$ cat src/sv/kss_pkg.sv
// Shared constants, types and command/status structs for the key slot store search block.
// No dependencies; the controller, datapath and top level import this package.
`default_nettype none

package kss_pkg;

	localparam int SEGMENT_COUNT     = 9;
	localparam int SEGMENT_WORDS     = 256;
	localparam int SLOTS_PER_SEGMENT = 85;

	localparam int STORE_WORDS = SEGMENT_COUNT * SEGMENT_WORDS;
	// only slots that fit wholly after the tag word
	localparam int SLOT_LIMIT  = (SLOTS_PER_SEGMENT < (SEGMENT_WORDS - 1) / 3) ?
		SLOTS_PER_SEGMENT : (SEGMENT_WORDS - 1) / 3;

	localparam int WORD_W  = 16;
	localparam int ADDR_W  = $clog2(STORE_WORDS);
	localparam int OFF_W   = $clog2(SEGMENT_WORDS);
	localparam int SEG_IW  = (SEGMENT_COUNT > 1) ? $clog2(SEGMENT_COUNT) : 1;
	localparam int SLOT_IW = (SLOT_LIMIT > 1) ? $clog2(SLOT_LIMIT) : 1;

	localparam int IDX_W      = 12;
	localparam int SEG_OUT_W  = 4;
	localparam int SLOT_OUT_W = 7;

	localparam logic [WORD_W-1:0]  SEGMENT_TAG = 16'hC0DE;
	localparam logic [WORD_W-1:0]  ERASED_WORD = 16'hFFFF;
	localparam logic [SEG_IW-1:0]  LAST_SEG    = SEG_IW'(SEGMENT_COUNT - 1);
	localparam logic [SLOT_IW-1:0] LAST_SLOT   = SLOT_IW'(SLOT_LIMIT - 1);
	localparam logic [ADDR_W-1:0]  LAST_ADDR   = ADDR_W'(STORE_WORDS - 1);
	localparam logic [ADDR_W-1:0]  SEG_STRIDE  = ADDR_W'(SEGMENT_WORDS);

	localparam logic CMD_WRITE  = 1'b0;
	localparam logic CMD_SEARCH = 1'b1;

	// position of a word within a segment scan
	typedef enum logic [1:0] {
		PH_TAG = 2'd0,
		PH_W0  = 2'd1,
		PH_W1  = 2'd2,
		PH_W2  = 2'd3
	} phase_t;

	typedef enum logic [1:0] {
		RES_ZERO  = 2'd0,
		RES_FOUND = 2'd1,
		RES_END   = 2'd2
	} res_kind_t;

	typedef struct packed {
		logic      load;    // capture the accepted word, reset scan state
		logic      clear;   // one step of the erase pass
		logic      write;   // store the captured word
		logic      scan;    // issue the next read
		logic      skip;    // drop the in-flight read, jump to next segment
		logic      record;  // remember the evaluated slot as first free
		logic      finish;  // latch a result
		res_kind_t kind;
	} kss_cmd_t;

	typedef struct packed {
		logic eval_v;
		logic eval_tag;
		logic tag_hit;
		logic slot_end;
		logic match;
		logic free_new;
		logic last_slot;
		logic last_seg;
		logic clear_last;
	} kss_stat_t;

endpackage

`default_nettype wire

$ cat src/sv/kss_ctl.sv
// Controller FSM: erase pass, write and search sequencing, result strobe.
// Depends on kss_pkg.
`default_nettype none

module kss_ctl
	import kss_pkg::*;
(
	input  wire logic      clk,
	input  wire logic      arst_n,
	input  wire logic      start,
	input  wire logic      cmd,
	input  wire kss_stat_t st,
	output kss_cmd_t       ctl,
	output logic           busy,
	output logic           done
);

	typedef enum logic [1:0] {
		S_CLEAR,
		S_IDLE,
		S_WRITE,
		S_SCAN
	} state_t;

	state_t state_q, state_n;
	logic   busy_q, done_q;
	logic   hit, free, miss, last_word;

	assign busy = busy_q;
	assign done = done_q;

	always_comb begin
		ctl     = '0;
		ctl.kind = RES_ZERO;
		state_n = state_q;
		hit       = st.eval_v && st.slot_end && st.match;
		free      = st.eval_v && st.slot_end && !st.match && st.free_new;
		miss      = st.eval_v && st.eval_tag && !st.tag_hit;
		last_word = st.eval_v && st.slot_end && st.last_slot && st.last_seg;
		unique case (state_q)
			S_CLEAR: begin
				ctl.clear = 1'b1;
				if (st.clear_last) begin
					state_n = S_IDLE;
				end
			end
			S_IDLE: begin
				if (start && !busy_q) begin
					ctl.load = 1'b1;
					state_n  = (cmd == CMD_SEARCH) ? S_SCAN : S_WRITE;
				end
			end
			S_WRITE: begin
				ctl.write  = 1'b1;
				ctl.finish = 1'b1;
				ctl.kind   = RES_ZERO;
				state_n    = S_IDLE;
			end
			S_SCAN: begin
				ctl.scan = 1'b1;
				if (hit) begin
					ctl.finish = 1'b1;
					ctl.kind   = RES_FOUND;
					state_n    = S_IDLE;
				end else begin
					ctl.record = free;
					if (((free || miss) && st.last_seg) || last_word) begin
						ctl.finish = 1'b1;
						ctl.kind   = RES_END;
						state_n    = S_IDLE;
					end else begin
						ctl.skip = free || miss;
					end
				end
			end
			default: begin
				state_n = S_IDLE;
			end
		endcase
	end

	always_ff @(posedge clk or negedge arst_n) begin
		if (!arst_n) begin
			state_q <= S_CLEAR;
			busy_q  <= 1'b1;
			done_q  <= 1'b0;
		end else begin
			state_q <= state_n;
			busy_q  <= (state_n != S_IDLE);
			done_q  <= ctl.finish;
		end
	end

endmodule

`default_nettype wire

$ cat config.mk
export PLATFORM = sky130hd
export DESIGN_NAME = kss_ctl
export DESIGN_NICKNAME = d
export VERILOG_FILES = /design/src/sv/kss_pkg.sv /design/src/sv/kss_ctl.sv
export SDC_FILE = /design/constraint.sdc
export NUM_CORES = 1
export LEC_CHECK = 0
export ABC_AREA = 1
export BUFFER_PORTS_ARGS = -buffer_cell sky130_fd_sc_hd__buf_4
export CAP_MARGIN = 40
export CORE_AREA = 2 2 39 41
export DETAILED_ROUTE_END_ITERATION = 16
export DIE_AREA = 0 0 41 43
export SLEW_MARGIN = 20
export SYNTH_ARGS = -nofsm -noshare
export SYNTH_HDL_FRONTEND = slang
export SYNTH_SLANG_ARGS = --single-unit
$ cat constraint.sdc
create_clock -name clk -period 1.7 [get_ports clk]
set_input_delay 0.34 -clock clk [delete_from_list [all_inputs] [get_ports clk]]
set_output_delay 0.34 -clock clk [all_outputs]
set_load 0.01 [all_outputs]
# Word level (Yosys, flattened, before mapping)
# Cells that the tools add are included.
# word_totals
word_cells	39
output_inout_bits	11
regBits	4
# op_classes
n_eq_ne	4
muxes	16
reduce_logical	16
# ops
op	n
logical AND 1 bit	10
two-way mux 2 bit	5
two-way mux 3 bit	3
one-hot mux 2 bit (4 select lines)	1
two-way mux 1 bit	6
one-hot mux 3 bit (2 select lines)	1
== test 2 bit (second input constant)	2
zero test 1 bit	3
== test 2 x 1 -> 1 bit (second input constant)	1
zero test 2 bit	1
logical OR 1 bit	2
inequality test 2 x 1 -> 1 bit (second input constant)	1

# Logic depth before layout (Yosys ltp)
# Gate-level depths: netlist of the first run.
# logic_depth
ltp_word	10
depth_mapped	7
ltp_nobuf	7

# Least setup slack after synthesis of the first run
# No wires, ideal clock.
# synth_path
path_type	input to output
startpoint	input port st[3] in the netlist's numbering
endpoint	output port ctl[2] in the netlist's numbering
n_path_buf	0
path_stages	6
required_ps	1360
t_arrival_ps	839
path_slack_ps	521
path_cell_list	inv_1 nor2_1 nand2_2 nand3_2 nand2_4 a21oi_2
# synth_lines
item	line_no	text
start, declared	kss_ctl.sv:12	input wire kss_stat_t st,
end, declared	kss_ctl.sv:13	output kss_cmd_t ctl,

==> results of run 1 <==
[where the power goes]
group / internal, µW / leakage (µW) / total [µW] / switching, µW
clock: 88.6 / 0.0000150 / 135 / 46.6
combinational: 143 / 0.000264 / 301 / 158
sequential: 141 / 0.0000457 / 167 / 26.2
total: 372 / 0.000325 / 603 / 231
[final timing paths]
path	startpoint	end	slack, ns	cells after the start
hold / removal	cmd	state_q[0]$_DFF_PN0_	0.32	3
hold reg to reg	state_q[1]$_DFF_PN0_	done$_DFF_PN0_	0.58	2
setup / recovery	state_q[0]$_DFF_PN0_	ctl[4]	0.20	7
max in group asynchronous	arst_n	busy$_DFF_PN1_	1.07	2
min in group asynchronous	arst_n	done$_DFF_PN0_	0.44	2
setup reg to reg	state_q[1]$_DFF_PN0_	state_q[0]$_DFF_PN0_	0.71	4
[sequential cells by signal (all words and copies together) (netlist names)]
signal   count
done         1
state_q      2
busy         1
[worst min-delay path, delay by kind of cell]
family / cells / cell delay (ns)
buffers and inverters: 2 / 0.12
AO/OA/AOI/OAI: 1 / 0.05
[metrics by stage]
step           std cells  hold WS (ns)  util [%]  power, µW  worst slack (ns)
4_1_cts               86        0.3067     37.34      614.2            0.1848
6_report              86        0.3207     37.34      602.7            0.2021
3_3_place_gp          81        0.1380     34.72      468.3            0.2830
2_1_floorplan         42       0.04441         -      332.1            0.5208
3_5_place_dp          81        0.1388     34.72      468.9            0.2722
5_1_grt               86        0.3155     37.34      665.0            0.1105
[per-layer routing]
layer	global-route usage [%]	vias to the layer above	wire, µm
met1	12.34	133	305
met2	15.00	15	308
met5	0	-	0
li1	-	178	-
met4	2.000	0	0
met3	9.424	0	78
[placed cells by master (no fill, tap or decap), types with 2 or more instances in the layout]
| master | netlist | routed |
|---|---|---|
| buf_4 | 0 | 23 |
| clkbuf_4 | 0 | 3 |
| dfrtp_1 | 3 | 3 |
| inv_1 | 9 | 9 |
| inv_2 | 3 | 3 |
| nand2_1 | 5 | 5 |
| nand2_2 | 5 | 5 |
| nand3_1 | 4 | 4 |
| nand3_2 | 2 | 2 |
| nor2_1 | 7 | 7 |
[cells by family after synthesis]
family	synth area share (%)
compound gates	4.781
buf+inv	15.65
flops	35.22
simple gates	44.35
[area by class of cell]
type / instances / share of cell area [%]
Clock buffer: 4 / 5.085
Timing Repair Buffer: 24 / 35.35
Multi-Input combinational cell: 26 / 27.36
Tap cell: 16 / 3.874
Inverter: 12 / 8.717
Sequential cell: 4 / 19.61
==> flow_metrics.env, run 1 <==
export IMPL_status="completed"
export IMPL_required_ns=1.36
export IMPL_yosysWarnings=0
export IMPL_drt_iter0_drc=6
export IMPL_path_class="reg2out"
export IMPL_nNetsFinal=84
export IMPL_portBuffers=23
export IMPL_synth_seq_area_share_pct=35.22
export IMPL_cp_end_kind="primary output"
export IMPL_cts_buffers=3
export IMPL_finalCritPeriodShare_pct=88.11
export IMPL_cts_tree="built"
export IMPL_async_flop_share_pct=100.0
export IMPL_grt_pass1_vias=306
export IMPL_synth_top_area_share_pct=26.09
export IMPL_initial_utilization_pct=20.80
export IMPL_synthTopCellsByArea="dfrtp_1 (26%), inv_1 (12%), nand2_2 (11%)"
export IMPL_yosysMostFrequentCell="inv_1"
export IMPL_die_w_um=41
export IMPL_final_area_um2=516.7
export IMPL_synthesis_instances=42
export IMPL_finalCriticalPeriod_ns=1.498
export IMPL_synth_cell_types=12
export IMPL_multi_input_area_um2=141.4
export IMPL_cts_resized=0
export IMPL_hold_path_class="in2reg"
export IMPL_max_stage_delay_ns=0.42
export IMPL_power_density_nw_per_um2=1166
export IMPL_htree_num_levels=1
export IMPL_ys_ff_latch=4
export IMPL_worstMarginPinSlew_ns=0.1892
export IMPL_path_cells="nand2_2, inv_2, nand2_2, inv_2, nand3_1, inv_1, buf_4"
export IMPL_core_um2=1384
export IMPL_vias=326
export IMPL_crit_path_top_delay_cell="dfrtp_1"
export IMPL_dieArea_um2=1763
export IMPL_cts_sinks=4
export IMPL_path_clk_slew_ns=0.04
export IMPL_wl_um=692
export IMPL_synth_common_cells="inv_1 (9), nor2_1 (7), nand2_1 (5), nand2_2 (5), nand3_1 (4)"
export IMPL_syn_avg_cell_area_um2=6.852
export IMPL_syn_cell_area_um2=287.8
export IMPL_holdBufCountCts=1
export IMPL_firstDrtPassIters=3
export IMPL_grt_max_degree=6
export IMPL_fin_skew_ns=0.0008979
export IMPL_maxCapViolations=0
export IMPL_synth_net_count=55
export IMPL_seq_area_um2=101.3
export IMPL_p_leak_uw=0.0003250
export IMPL_setup_violations=0
export IMPL_hold_violations=0
export IMPL_grt_overflow=0
export IMPL_drive_gt1_share_pct=55.71
export IMPL_fill_cells=157
export IMPL_grt_pass1_wl_um=1200
export IMPL_rsz0062_at_grt="false"
export IMPL_routedWlPerCell_um=8.047
export IMPL_placed_area_um2=480.5
export IMPL_ant_nets=0
export IMPL_synth_edf_count=0
export IMPL_clk_path_buf_depth=2
export IMPL_clock_fmax_ghz=0.6676
export IMPL_ios=24
export IMPL_critPathArrivalTime_ns=1.16
export IMPL_diodes=0
export IMPL_place_congestion=0.6668
export IMPL_tns_ns=0
export IMPL_crit_buf_inv=4
export IMPL_post_cts_buffers=0
export IMPL_ys_dominant_reg_cell="dfrtp_1"
export IMPL_row_count=14
export IMPL_critPathLaunchType="flop"
export IMPL_ir_drop_v=0.0004788
export IMPL_drc=0
export IMPL_cp_top_family="flip-flops"
export IMPL_worstSkewPairLatency_ns=0.24
export IMPL_drv_slew=0
export IMPL_grt_antenna_before_repair=0
export IMPL_vias_per_cell=3.791
export IMPL_crit_fanout=5
export IMPL_timing_slew_headroom_pct=87.35
export IMPL_dp_hpwl_um=579.7
export IMPL_netlist_top_cell_by_area="dfrtp_1"
export IMPL_grtUsageTotal_pct=10.78
export IMPL_area_growth_pct=79.57
export IMPL_clockRootBuffer="clkbuf_4"
export IMPL_die_y_um=43
Note: power is estimated with default switching activity, not from simulation.
==> run 2: changes to the inputs <==
--- a/config.mk
+++ b/config.mk
@@ -5,7 +5,6 @@
 export SDC_FILE = /design/constraint.sdc
 export NUM_CORES = 1
 export LEC_CHECK = 0
-export ABC_AREA = 1
 export BUFFER_PORTS_ARGS = -buffer_cell sky130_fd_sc_hd__buf_4
 export CAP_MARGIN = 40
 export CORE_AREA = 2 2 39 41
==> flow_metrics.env, run 2 <==
export IMPL_status="completed"
export IMPL_finalCriticalPeriod_ns=1.630
export IMPL_portBuffers=23
export IMPL_dieArea_um2=1763
export IMPL_yosysWarnings=0
export IMPL_drt_iter0_drc=4
export IMPL_initial_utilization_pct=19.71
export IMPL_core_um2=1384
export IMPL_wl_um=786
export IMPL_p_leak_uw=0.0002624
export IMPL_setup_violations=0
export IMPL_synthesis_instances=31
export IMPL_ios=24
export IMPL_drv_slew=0
export IMPL_timing_slew_headroom_pct=80.66
export IMPL_clock_fmax_ghz=0.6135
export IMPL_ys_dominant_reg_cell="dfrtp_1"
export IMPL_instances_no_fill=76
export IMPL_worstMarginPinSlew_ns=0.2902
export IMPL_drc=0
export IMPL_crit_fanout=6
export IMPL_htree_num_levels=1
export IMPL_diodes=0
export IMPL_critPathLaunchType="flop"
export IMPL_cts_tree="built"
export IMPL_hold_path_class="in2reg"
export IMPL_dp_cells=71
export IMPL_die_y_um=43
export IMPL_ys_ff_latch=4
export IMPL_netlist_top_cell_by_area="dfrtp_1"
export IMPL_async_flop_share_pct=100.0
export IMPL_reg2reg_from="state_q[0]$_DFF_PN0_"
export IMPL_vias_per_cell=4.329
export IMPL_worstSkewPairLatency_ns=0.24
export IMPL_ir_drop_v=0.0003899
export IMPL_grt_max_degree=7
export IMPL_clk_path_buf_depth=2
export IMPL_place_congestion=0.6170
export IMPL_ant_nets=0
export IMPL_dp_hpwl_um=586.1
export IMPL_setup_worst_path_start="state_q[1]$_DFF_PN0_"
export IMPL_synth_common_cells="nor2_1 (7), dfrtp_1 (3), nand3_1 (2), nor3_1 (2), o21ai_1 (2)"
export IMPL_fin_skew_ns=0.007869
export IMPL_syn_avg_cell_area_um2=8.799
export IMPL_row_count=14
export IMPL_synth_net_count=44
export IMPL_synthTopCellsByArea="dfrtp_1 (28%), dfstp_2 (9.6%), nor2_1 (9.6%)"
export IMPL_vias=329
export IMPL_cp_end_kind="primary output"
export IMPL_synth_seq_area_share_pct=37.16
export IMPL_nNetsFinal=74
export IMPL_maxCapViolations=0
export IMPL_largest_reg_flops=2
export IMPL_grt_pass1_vias=298
export IMPL_grt_overflow=0
export IMPL_die_w_um=41
export IMPL_regMostFlops="state_q"
export IMPL_path_class="reg2out"
export IMPL_required_ns=1.36
export IMPL_path_clk_slew_ns=0.04
export IMPL_post_cts_buffers=0
export IMPL_drive_gt1_share_pct=60.00
export IMPL_grt_pass1_wl_um=1138
export IMPL_hold_violations=0
export IMPL_firstDrtPassIters=2
export IMPL_synth_cell_types=20
export IMPL_cts_buffers=3
export IMPL_grt_antenna_before_repair=0
export IMPL_hold_path_startpoint="cmd"
export IMPL_most_common_layout_cells="buf_4 (24), nor2_1 (7), clkbuf_4 (3)"
export IMPL_area_growth_pct=90.37
export IMPL_synth_top_area_share_pct=27.52
export IMPL_yosysMostFrequentCell="nor2_1"
export IMPL_synth_edf_count=0
export IMPL_power_density_nw_per_um2=1177
export IMPL_grtUsageTotal_pct=10.38
export IMPL_placed_area_um2=473.0
export IMPL_routedWlPerCell_um=10.34
export IMPL_final_area_um2=519.2
export IMPL_syn_cell_area_um2=272.8
export IMPL_clockRootBuffer="clkbuf_4"
export IMPL_layout_commonest_cell="buf_4"
export IMPL_critPathArrivalTime_ns=1.29
export IMPL_cts_sinks=4
export IMPL_finalCritPeriodShare_pct=95.88
-- run 2: changes by cell type after synthesis, moves of 2 or more --
cell     previous run  this run
nand3_2             2         0
inv_2               3         0
inv_1               9         1
nand2_2             5         1
nand3_1             4         2
nand2_1             5         1
nor3_1              0         2
-- run 2: layout make-up --
| class | count | area [µm²] |
|---|---|---|
| fillers | 156 | 864.6 |
| repair buffers | 25 | 190.2 |
| multi-input cells | 25 | 171.4 |
| flip-flops and latches | 4 | 102.6 |
| clock buffers | 4 | 26.28 |
| well taps | 16 | 20.02 |
| inverters | 2 | 8.758 |
-- run 2: repair_timing --
item,CTS,global route
pin swaps,0,0
setup endpoints to repair,1,1
hold buffers,1,0
cloned,0,0
gates resized for setup,1,1
hold endpoints to repair,3,0
-- run 2: where the power goes --
| group | internal, µW | switching, µW | total (µW) |
|---|---|---|---|
| sequential | 143 | 29.4 | 172 |
| clock | 88.2 | 41.6 | 130 |
| combinational | 157 | 152 | 309 |
| total | 388 | 223 | 611 |
-- run 2: cells by family after synthesis --
group	count (synthesis)	share of synthesized area [%]
simple gates	20	48.62
compound gates	5	11.01
flops	4	37.16
buf+inv	2	3.208
-- run 2: path summary, 6_finish.rpt --
kind                       slack [ns]                    to  cells past startpoint
setup / recovery                 0.07                ctl[4]                      5
hold / removal                   0.33  state_q[0]$_DFF_PN0_                      3
setup reg to reg                 0.65        busy$_DFF_PN1_                      5
hold reg to reg                  0.62  state_q[0]$_DFF_PN0_                      2
max in group asynchronous        1.07        busy$_DFF_PN1_                      2
min in group asynchronous        0.43  state_q[1]$_DFF_PN0_                      2
-- run 2: worst max-delay path, stage by stage (launching register included) --
cell      delay, ns
dfrtp_2        0.40
nand2_2        0.08
clkinv_2       0.07
nand2_4        0.06
nor4b_4        0.27
buf_4          0.16
-- run 2: per-stage QoR --
stage / power, µW / utilization, % / TNS [ns] / hold slack (ns) / worst slack [ns]
floorplan: 322.4 / - / 0 / 0.04441 / 0.3987
global placement: 473.1 / 34.18 / 0 / 0.1374 / 0.1558
detailed placement: 474.0 / 34.18 / 0 / 0.1353 / 0.1344
CTS: 613.9 / 36.89 / 0 / 0.3338 / 0.01965
global route: 655.0 / 37.52 / -0.01836 / 0.3634 / -0.01836
finish: 611.2 / 37.52 / 0 / 0.3326 / 0.06998
-- run 2: per-layer routing --
metal | global-route usage (%) | vias to the layer above | routed length, µm
met5 | 0 | - | 0
met4 | 12.00 | 0 | 14
met3 | 3.141 | 2 | 71
met2 | 13.44 | 18 | 376
met1 | 11.73 | 144 | 322
li1 | - | 165 | -
==> run 3: changes to the inputs <==
--- a/config.mk
+++ b/config.mk
@@ -10,6 +10,7 @@
 export CORE_AREA = 2 2 39 41
 export DETAILED_ROUTE_END_ITERATION = 16
 export DIE_AREA = 0 0 41 43
+export RECOVER_POWER = 50
 export SLEW_MARGIN = 20
 export SYNTH_ARGS = -nofsm -noshare
 export SYNTH_HDL_FRONTEND = slang
==> flow_metrics.env, run 3 (synthesis results as in run 2) <==
export IMPL_grt_antenna_before_repair=0
export IMPL_placed_area_um2=473.0
export IMPL_setup_worst_path_start="state_q[1]$_DFF_PN0_"
export IMPL_required_ns=1.36
export IMPL_grt_max_degree=7
export IMPL_drc=0
export IMPL_finalCritPeriodShare_pct=95.81
export IMPL_most_common_layout_cells="buf_4 (20), nor2_1 (7), clkbuf_4 (4), clkbuf_1 (4)"
export IMPL_core_um2=1384
export IMPL_grt_pass1_wl_um=1138
export IMPL_die_y_um=43
export IMPL_r2r_end="busy$_DFF_PN1_"
export IMPL_critPathArrivalTime_ns=1.29
export IMPL_reg2reg_slack_ns=0.62
export IMPL_hold_violations=0
export IMPL_path_clk_slew_ns=0.04
export IMPL_firstDrtPassIters=4
export IMPL_ant_nets=0
export IMPL_cp_end_kind="primary output"
export IMPL_wl_met3_um=73
export IMPL_area_growth_pct=86.24
export IMPL_ios=24
export IMPL_ir_drop_v=0.0004130
export IMPL_tns_ns=0
export IMPL_dieArea_um2=1763
export IMPL_cts_tree="built"
export IMPL_worstSkewPairLatency_ns=0.24
export IMPL_clk_path_buf_depth=2
export IMPL_vias=328
export IMPL_m1WireLength_um=316
export IMPL_holdWs_ns=0.3332
export IMPL_die_w_um=41
export IMPL_clockRootBuffer="clkbuf_4"
export IMPL_grt_pass1_vias=298
export IMPL_top_layer="met4"
export IMPL_wl_um=782
export IMPL_largest_reg_flops=2
export IMPL_status="completed"
export IMPL_routedWlPerCell_um=10.29
export IMPL_r2r_cells=5
export IMPL_layout_commonest_cell="buf_4"
export IMPL_p_leak_uw=0.0002512
export IMPL_critical_path_endpoint="ctl[4]"
export IMPL_hold_path_class="in2reg"
export IMPL_maxCapViolations=0
export IMPL_diodes=0
export IMPL_crit_fanout=6
export IMPL_dp_hpwl_um=586.1
export IMPL_grtUsageTotal_pct=10.38
export IMPL_setup_violations=0
export IMPL_finalCriticalPeriod_ns=1.629
export IMPL_critPathLaunchType="flop"
export IMPL_fin_skew_ns=0.007796
export IMPL_worstMarginPinSlew_ns=0.2911
export IMPL_reg2reg_from="state_q[0]$_DFF_PN0_"
export IMPL_grt_overflow=0
export IMPL_initial_utilization_pct=19.71
export IMPL_clock_fmax_ghz=0.6139
export IMPL_place_congestion=0.6170
export IMPL_row_count=14
export IMPL_timing_slew_headroom_pct=80.59
export IMPL_cts_buffers=3
export IMPL_portBuffers=23
export IMPL_htree_num_levels=1
export IMPL_path_class="reg2out"
export IMPL_post_cts_buffers=0
export IMPL_drv_slew=0
export IMPL_hold_path_startpoint="cmd"
export IMPL_final_area_um2=508.0
export IMPL_drive_gt1_share_pct=55.00
export IMPL_nNetsFinal=74
export IMPL_regMostFlops="state_q"
export IMPL_vias_per_cell=4.316
export IMPL_power_density_nw_per_um2=1176
export IMPL_cts_sinks=4
export IMPL_wl_met2_um=376
export IMPL_drt_iter0_drc=3
run 3: changes by cell type in the layout (fill, tap and decap cells not counted), sizes merged:
| cell | previous run | this run |
|---|---|---|
| buf | 24 | 20 |
| clkbuf | 4 | 8 |
run 3: critical path, stage by stage, from the launching register on:
cell and delay [ns]:
dfrtp_2 0.40, nand2_2 0.08, clkinv_2 0.07, nand2_4 0.06, nor4b_4 0.27, buf_4 0.16
run 3: how the worst min path moves through the flow:
stage / depth (start not counted) / to / slack, ns
finish: 3 / state_q[0]$_DFF_PN0_ / 0.33
global route: 3 / state_q[0]$_DFF_PN0_ / 0.36
CTS: 3 / state_q[0]$_DFF_PN0_ / 0.33
detailed placement: 1 / done$_DFF_PN0_ / 0.14
global placement: 1 / state_q[1]$_DFF_PN0_ / 0.14
floorplan: 0 / done$_DFF_PN0_ / 0.04
run 3: layer usage:
metal,GRT usage (%),vias up
met2,13.44,20
li1,-,165
met5,0,-
met4,12.00,0
met1,11.73,141
met3,3.141,2
run 3: metrics by stage:
step	cells	power (µW)	setup slack [ns]	utilization (%)
after floorplan	31	322.4	0.3987	-
after global placement	71	473.1	0.1558	34.18
after detailed placement	71	474.0	0.1344	34.18
after CTS	76	613.9	0.01965	36.89
after global routing	76	641.0	-0.01711	36.71
final	76	597.2	0.07115	36.71
run 3: power breakdown:
part,leakage [µW],switching (µW),internal [µW]
sequential,0.0000445,29.0,143
clock,0.0000150,41.6,88.2
combinational,0.000192,151,144
run 3: cell type report:
class                      count  area, µm²
tap                           16      20.02
fill                         156      875.8
inverter                       2      8.758
clock buffer                   4      26.28
timing repair buffer          25      178.9
multi-input combinational     25      171.4
sequential                     4      102.6
run 3: timing repair:
| item | in CTS | in global routing |
|---|---|---|
| hold buffers | 1 | 0 |
| hold endpoints to repair | 3 | 0 |
| setup endpoints to repair | 1 | 1 |
| resized for setup | 1 | 1 |
